File: src/sv/midi_usb_pkg.sv
`timescale 1ns / 1ps
// shared types and codes for the midi byte to usb event parser
// used by the top level and its port checker, depends on nothing

package midi_usb_pkg;

    typedef logic [7:0] t_midi_byte;
    typedef logic [3:0] t_code_index;
    typedef logic [1:0] t_count;

    // status bytes that get their own handling
    localparam t_midi_byte ST_SYSEX_START = 8'hF0;
    localparam t_midi_byte ST_MTC_QUARTER = 8'hF1;
    localparam t_midi_byte ST_SONG_POS    = 8'hF2;
    localparam t_midi_byte ST_SONG_SEL    = 8'hF3;
    localparam t_midi_byte ST_UNDEF_F4    = 8'hF4;
    localparam t_midi_byte ST_UNDEF_F5    = 8'hF5;
    localparam t_midi_byte ST_TUNE_REQ    = 8'hF6;
    localparam t_midi_byte ST_SYSEX_END   = 8'hF7;
    localparam t_midi_byte ST_REALTIME    = 8'hF8;

    // usb-midi code index numbers
    localparam t_code_index CIN_COMMON_2B  = 4'h2;
    localparam t_code_index CIN_COMMON_3B  = 4'h3;
    localparam t_code_index CIN_SYSEX_CONT = 4'h4;
    localparam t_code_index CIN_SYSEX_END1 = 4'h5;
    localparam t_code_index CIN_SINGLE     = 4'hF;

    localparam t_count LEN_ONE   = 2'd1;
    localparam t_count LEN_TWO   = 2'd2;
    localparam t_count LEN_SYSEX = 2'd3;

endpackage

File: src/sv/midi_byte_to_usb_event_parser_unit.sv
`timescale 1ns / 1ps
// an accepted byte waits in the input register; its event is written to the output register once the output is free
// throughput: one byte per cycle unless stalled, limited by the single decode stage and the state it updates
// a stalled event holds in the output register; the input register then takes one more byte
// and holds it until the output frees up
// reset (synchronous, active low) clears running status, counts, held bytes and both valids
// file holds the parser top level, depends on midi_usb_pkg

module midi_byte_to_usb_event_parser_unit
    import midi_usb_pkg::*;
(
    input  logic        i_clk,
    input  logic        i_rst_n,
    input  logic [7:0]  i_rx_byte,
    input  logic        i_rx_valid,
    output logic        o_rx_ready,
    output logic [3:0]  o_code_index,
    output logic [7:0]  o_first_byte,
    output logic [7:0]  o_second_byte,
    output logic [7:0]  o_third_byte,
    output logic        o_event_valid,
    input  logic        i_event_ready
);

    // input register
    logic       r_in_valid;
    t_midi_byte r_in_byte;

    // parser state
    t_midi_byte r_running_status, n_running_status;
    t_count     r_byte_count,     n_byte_count;
    t_count     r_message_length, n_message_length;
    t_midi_byte r_held [3];
    t_midi_byte n_held [3];

    // output register
    logic        r_out_valid;
    t_code_index r_code;
    t_midi_byte  r_b1, r_b2, r_b3;

    logic        emit;
    t_code_index n_code;
    t_midi_byte  n_b1, n_b2, n_b3;
    t_count      next_count;

    logic out_free;
    logic proc;

    assign out_free   = !r_out_valid || i_event_ready;
    assign proc       = r_in_valid && out_free;
    assign o_rx_ready = !r_in_valid || out_free;
    assign next_count = r_byte_count + 2'd1;

    always_comb begin
        n_running_status = r_running_status;
        n_byte_count     = r_byte_count;
        n_message_length = r_message_length;
        n_held           = r_held;
        emit             = 1'b0;
        n_code           = CIN_SINGLE;
        n_b1             = r_in_byte;
        n_b2             = '0;
        n_b3             = '0;

        unique case (r_in_byte) inside
            [8'h00:8'h7F]: begin
                if (r_running_status != '0 && r_byte_count != 2'd3) begin
                    for (int k = 0; k < 3; k++) begin
                        if (r_byte_count == 2'(k)) begin
                            n_held[k] = r_in_byte;
                        end
                    end
                    n_byte_count = next_count;
                    if (next_count == r_message_length) begin
                        emit         = 1'b1;
                        n_byte_count = '0;
                        if (r_running_status == ST_SYSEX_START) begin
                            n_code = CIN_SYSEX_CONT;
                            n_b1   = n_held[0];
                            n_b2   = n_held[1];
                            n_b3   = n_held[2];
                        end else begin
                            if (r_running_status < ST_SYSEX_START) begin
                                n_code = r_running_status[7:4];
                            end else if (r_message_length == LEN_ONE) begin
                                n_code = CIN_COMMON_2B;
                            end else if (r_message_length == LEN_TWO) begin
                                n_code = CIN_COMMON_3B;
                            end else begin
                                n_code = CIN_SINGLE;
                            end
                            n_b1 = r_running_status;
                            n_b2 = n_held[0];
                            n_b3 = n_held[1];
                        end
                    end
                end
            end
            [8'h80:8'hBF], [8'hE0:8'hEF]: begin
                n_running_status = r_in_byte;
                n_byte_count     = '0;
                n_message_length = LEN_TWO;
            end
            [8'hC0:8'hDF]: begin
                n_running_status = r_in_byte;
                n_byte_count     = '0;
                n_message_length = LEN_ONE;
            end
            ST_SYSEX_START: begin
                n_running_status = ST_SYSEX_START;
                n_message_length = LEN_SYSEX;
                n_held[0]        = ST_SYSEX_START;
                n_byte_count     = 2'd1;
            end
            ST_MTC_QUARTER, ST_SONG_SEL: begin
                n_running_status = r_in_byte;
                n_byte_count     = '0;
                n_message_length = LEN_ONE;
            end
            ST_SONG_POS: begin
                n_running_status = r_in_byte;
                n_byte_count     = '0;
                n_message_length = LEN_TWO;
            end
            ST_UNDEF_F4, ST_UNDEF_F5: begin
                // dropped
            end
            ST_TUNE_REQ: begin
                n_running_status = '0;
                emit             = 1'b1;
                n_code           = CIN_SYSEX_END1;
            end
            ST_SYSEX_END: begin
                // closes a sysex chunk with the end byte stored at the current count
                if (r_byte_count != 2'd3) begin
                    for (int k = 0; k < 3; k++) begin
                        if (r_byte_count == 2'(k)) begin
                            n_held[k] = r_in_byte;
                        end
                    end
                    emit   = 1'b1;
                    n_code = CIN_SYSEX_CONT + {2'b00, next_count};
                    n_b1   = n_held[0];
                    n_b2   = n_held[1];
                    n_b3   = n_held[2];
                end
                n_running_status = '0;
                n_byte_count     = '0;
                n_message_length = '0;
            end
            [8'hF8:8'hFF]: begin
                emit   = 1'b1;
                n_code = CIN_SINGLE;
            end
            default: begin
                n_running_status = '0;
            end
        endcase
    end

    always_ff @(posedge i_clk) begin
        if (!i_rst_n) begin
            r_in_valid       <= 1'b0;
            r_out_valid      <= 1'b0;
            r_running_status <= '0;
            r_byte_count     <= '0;
            r_message_length <= '0;
            r_held[0]        <= '0;
            r_held[1]        <= '0;
            r_held[2]        <= '0;
        end else begin
            if (o_rx_ready) begin
                r_in_valid <= i_rx_valid;
            end
            if (out_free) begin
                r_out_valid <= proc && emit;
            end
            if (proc) begin
                r_running_status <= n_running_status;
                r_byte_count     <= n_byte_count;
                r_message_length <= n_message_length;
                r_held           <= n_held;
            end
        end
    end

    always_ff @(posedge i_clk) begin
        if (o_rx_ready && i_rx_valid) begin
            r_in_byte <= i_rx_byte;
        end
        if (proc && emit) begin
            r_code <= n_code;
            r_b1   <= n_b1;
            r_b2   <= n_b2;
            r_b3   <= n_b3;
        end
    end

    assign o_event_valid = r_out_valid;
    assign o_code_index  = r_code;
    assign o_first_byte  = r_b1;
    assign o_second_byte = r_b2;
    assign o_third_byte  = r_b3;

endmodule

File: config.mk
export PLATFORM = sky130hd
export DESIGN_NAME = midi_byte_to_usb_event_parser_unit
export DESIGN_NICKNAME = d
export VERILOG_FILES = /design/src/sv/midi_usb_pkg.sv /design/src/sv/midi_byte_to_usb_event_parser_unit.sv
export SDC_FILE = /design/constraint.sdc
export NUM_CORES = 1
export LEC_CHECK = 0
export BUFFER_PORTS_ARGS = -buffer_cell sky130_fd_sc_hd__clkbuf_2
export CORE_ASPECT_RATIO = 0.5
export CORE_UTILIZATION = 52
export CTS_CLUSTER_SIZE = 12
export DETAILED_ROUTE_END_ITERATION = 8
export GPL_TIMING_DRIVEN = 1
export PLACE_DENSITY_LB_ADDON = 0.2
export SYNTH_ARGS = -nofsm -noshare
export SYNTH_HDL_FRONTEND = slang
export SYNTH_SLANG_ARGS = --single-unit
File: constraint.sdc
create_clock -name i_clk -period 4.7 [get_ports i_clk]
set_clock_uncertainty 0.2 [all_clocks]
set_input_delay 0.94 -clock i_clk [delete_from_list [all_inputs] [get_ports i_clk]]
set_output_delay 0.94 -clock i_clk [all_outputs]
set_load 0.01 [all_outputs]
==> metrics.yaml <==
outcome:
  status: "completed"
timing:
  rsz0062_at_grt: "false"
  finalSetupViolations: 0
  max_freq_mhz: 333
  hold-worst-slack_ns: 0.267
  tns_ns: 0
  maxSlewViolCount: 0
  finalCriticalPeriod_ns: 3.00
  worst_slew_pin_slew_ns: 1.17
  max_slew_margin_pct: 21.4
  setup_slack_ns: 1.70
  finalHoldViolCount: 0
  period_share_pct: 63.8
yosys:
  synth_nets: 413
  synth-async-reset-ratio_pct: 0
  synth_flop_cell: "dfxtp_1"
  synth_area_leaders: "edfxtp_1 (28%), dfxtp_1 (20%), mux2i_1 (7.3%), nand2_1 (3.8%), a21oi_1 (3.8%)"
  synth_edf_count: 36
  postSynthCellCount: 394
  ys_seq_area_share_pct: 47.8
  syn_area_sq_um: 3850
  ys_warn_count: 0
  ys_seq_elements: 74
  synth_area_leader_cell: "edfxtp_1"
  avgSynthCellArea_sq_um: 9.77
  netlist-cell-type-count: 55
  synth.top_cell.area_share_pct: 28.1
finish:
  fin_area_sq_um: 4350
  antenna_cells: 0
  multi_input_area_sq_um: 1830
  drive_gt1_share_pct: 19.1
  seqCellArea_sq_um: 1840
  fillers: 556
  nets: 437
  syn_to_final_growth_pct: 12.9
cts:
  cts-root-buf: "clkbuf_16"
  clk_pin_slew_ns: 0.06
  cts_resized: 0
  ctsHtreeMaxLevel: 3
  clock_sinks: 74
  cts_tree: "done"
  cts_buffer_depth: 2
  cts_setup_buffers: 0
  cts.hold.buffers_added: 0
  clk_latency_ns: 0.34
  numCtsBuffers: 9
pwr:
  p_total_w: 0.00161
  powerDensity_nw_per_um2: 371
  switching_power_w: 0.000405
  clkPwrFrac_pct: 43.8
  intPower_w: 0.00121
  p_leak_nw: 1.59
  vdd_drop_max_uv: 186
  power_switching_share_pct: 25.1
  combPwrFrac_pct: 10.6
  p_seq_share_pct: 45.6
routing:
  firstDrtPassIters: 5
  ant_nets: 0
  drc: 0
  drtIter0Drc: 443
  routedWlPerCell_um: 19.0
  vias: 3254
  wirelength_um: 9770
  vias_per_cell: 6.32
floorplan:
  die_y_um: 62.8
  io_pins: 42
  die_w_um: 124
  core_area_sq_um: 6910
  rows: 21
  die-area_sq_um: 7770
  start_util_pct: 55.7
placement:
  place_congestion: 0.879
  pre_cts_ws_ns: 1.73
  dpl.hpwl_um: 6600
  placed_cell_area_sq_um: 4040
  port_buffers: 41
global_routing:
  grt_max_degree: 33
  grt_pass1_wl_um: 15700
  grt_overflow_total: 0
  antenna_found_initial: 0
  track_usage_pct: 27.2
  grt_pass1_vias: 3233
worst_setup_path:
  crit_fanout: 26
  regToRegEndpoint: "o_first_byte[3]$_DFFE_PP_"
  timing.rr.start: "r_byte_count[0]$_SDFFE_PN0P_"
  r2r_setup_slack_ns: 1.70
  cp.arrival_ns: 2.86
  path_class: "reg2reg"
  cpPeakStageDelay_ns: 0.84
  crit_chain: "inv_1, ha_1, xnor2_1, nand2_1, or4_1, a22oi_1, o21ai_1"
  cp-start-kind: "register"
  worstPathRequired_ns: 4.56
  cp_slowest_cell: "or4_1"
  end_kind: "register"
  rr_worst_depth: 7
hold_path:
  hold_class: "reg2reg"
  hp-start: "r_held[3]$_SDFFE_PN0P_"
  hold_depth: 2
  min_to: "r_held[3]$_SDFFE_PN0P_"
run:
  drv_cap: 0
## Yosys cell counts (3+ instances only)
master and n:
a211oi_1 11, a21oi_1 29, a221o_1 6, a31oi_1 3, and2_1 4, buf_2 10, buf_4 4, clkbuf_1 13
dfxtp_1 38, edfxtp_1 36, ha_1 7, inv_1 9, mux2_2 12, mux2i_1 28, nand2_1 39, nand2b_1 3
nand3_1 19, nor2_1 29, nor2b_1 4, nor3_1 5, nor4_1 3, o21ai_0 15, o21ai_1 8, o22ai_1 18
or3b_1 4, or4_1 3
## flip-flops by register name, indices dropped and copies added (netlist names)
register and count:
o_code_index 4, o_third_byte 8, r_message_length 2, o_event_valid 1, r_in_valid 1, o_second_byte 8
o_first_byte 8, r_byte_count 2, r_running_status 8, r_in_byte 8, r_held 24
## critical path: cells and delay by family, from the launching register on
| family | cells | cell delay, ns |
|---|---|---|
| buffers and inverters | 1 | 0.13 |
| and+or+nand+nor | 2 | 0.95 |
| xor gates and xnor gates | 1 | 0.20 |
| DFF | 1 | 0.47 |
| AOI/OAI and AO/OA | 2 | 0.41 |
| adders and majority gates | 1 | 0.35 |
## final cells by class
cell class | instances | area share [%]
Sequential cell | 74 | 42.4
Multi-Input combinational cell | 281 | 42.1
Clock buffer | 12 | 5.93
Timing Repair Buffer | 43 | 5.07
Tap cell | 92 | 2.65
Clock inverter | 4 | 1.12
Inverter | 9 | 0.777
## worst max-delay path by stage
stage,start,end,slack (ns),cells after the start
4_1_cts,r_byte_count[0]$_SDFFE_PN0P_,o_first_byte[3]$_DFFE_PP_,1.72,7
3_5_place_dp,r_byte_count[0]$_SDFFE_PN0P_,o_first_byte[3]$_DFFE_PP_,1.73,7
3_3_place_gp,r_byte_count[0]$_SDFFE_PN0P_,o_first_byte[3]$_DFFE_PP_,1.87,7
5_1_grt,r_byte_count[0]$_SDFFE_PN0P_,o_first_byte[3]$_DFFE_PP_,1.55,7
6_report,r_byte_count[0]$_SDFFE_PN0P_,o_first_byte[3]$_DFFE_PP_,1.70,7
2_1_floorplan,r_byte_count[0]$_SDFFE_PN0P_,o_code_index[0]$_DFFE_PP_,1.32,7
## power by group through the flow
stage	sequential (W)	clock [W]	combinational (W)
after CTS	0.000734	0.000712	0.000168
final	0.000736	0.000708	0.000170
after detailed placement	0.000748	0	0.000166
after global routing	0.000738	0.000742	0.000186
after global placement	0.000745	0	0.000160
after floorplan	0.000722	0	0.000145
## routing by layer
metal  up-vias  global-route usage [%]  part of all wire, %
met5         -                       0                    0
met1      1570                    35.8                   44
met2       159                    42.6                   46
met4         0                    9.79                  1.1
met3        16                    7.48                  8.3
li1       1509                       -                    -
## logic make-up after synthesis
logic type / share of synthesized area [%]
AO/OA/AOI/OAI: 16.5
adder cells (fa/ha/maj): 2.27
buffers and inverters: 4.71
multiplexers: 10.8
AND/OR/NAND/NOR: 17.5
flip-flops: 47.8
XOR/XNOR: 0.455
## cells in the final DEF (no fill, tap or decap), types with 12 or more instances in the layout
cell	count
nand2_1	39
edfxtp_1	36
nand3_1	19
nor2_1	29
mux2_2	12
dfxtp_1	38
o21ai_0	15
a21oi_1	29
clkbuf_2	41
mux2i_1	28
o22ai_1	18
## metrics by stage
step,util (%),instances
final,62.9,515
after global routing,62.9,515
after CTS,62.9,515
after detailed placement,58.5,499
after global placement,58.5,499
after floorplan,-,394
(Power assumes the default switching activity.)
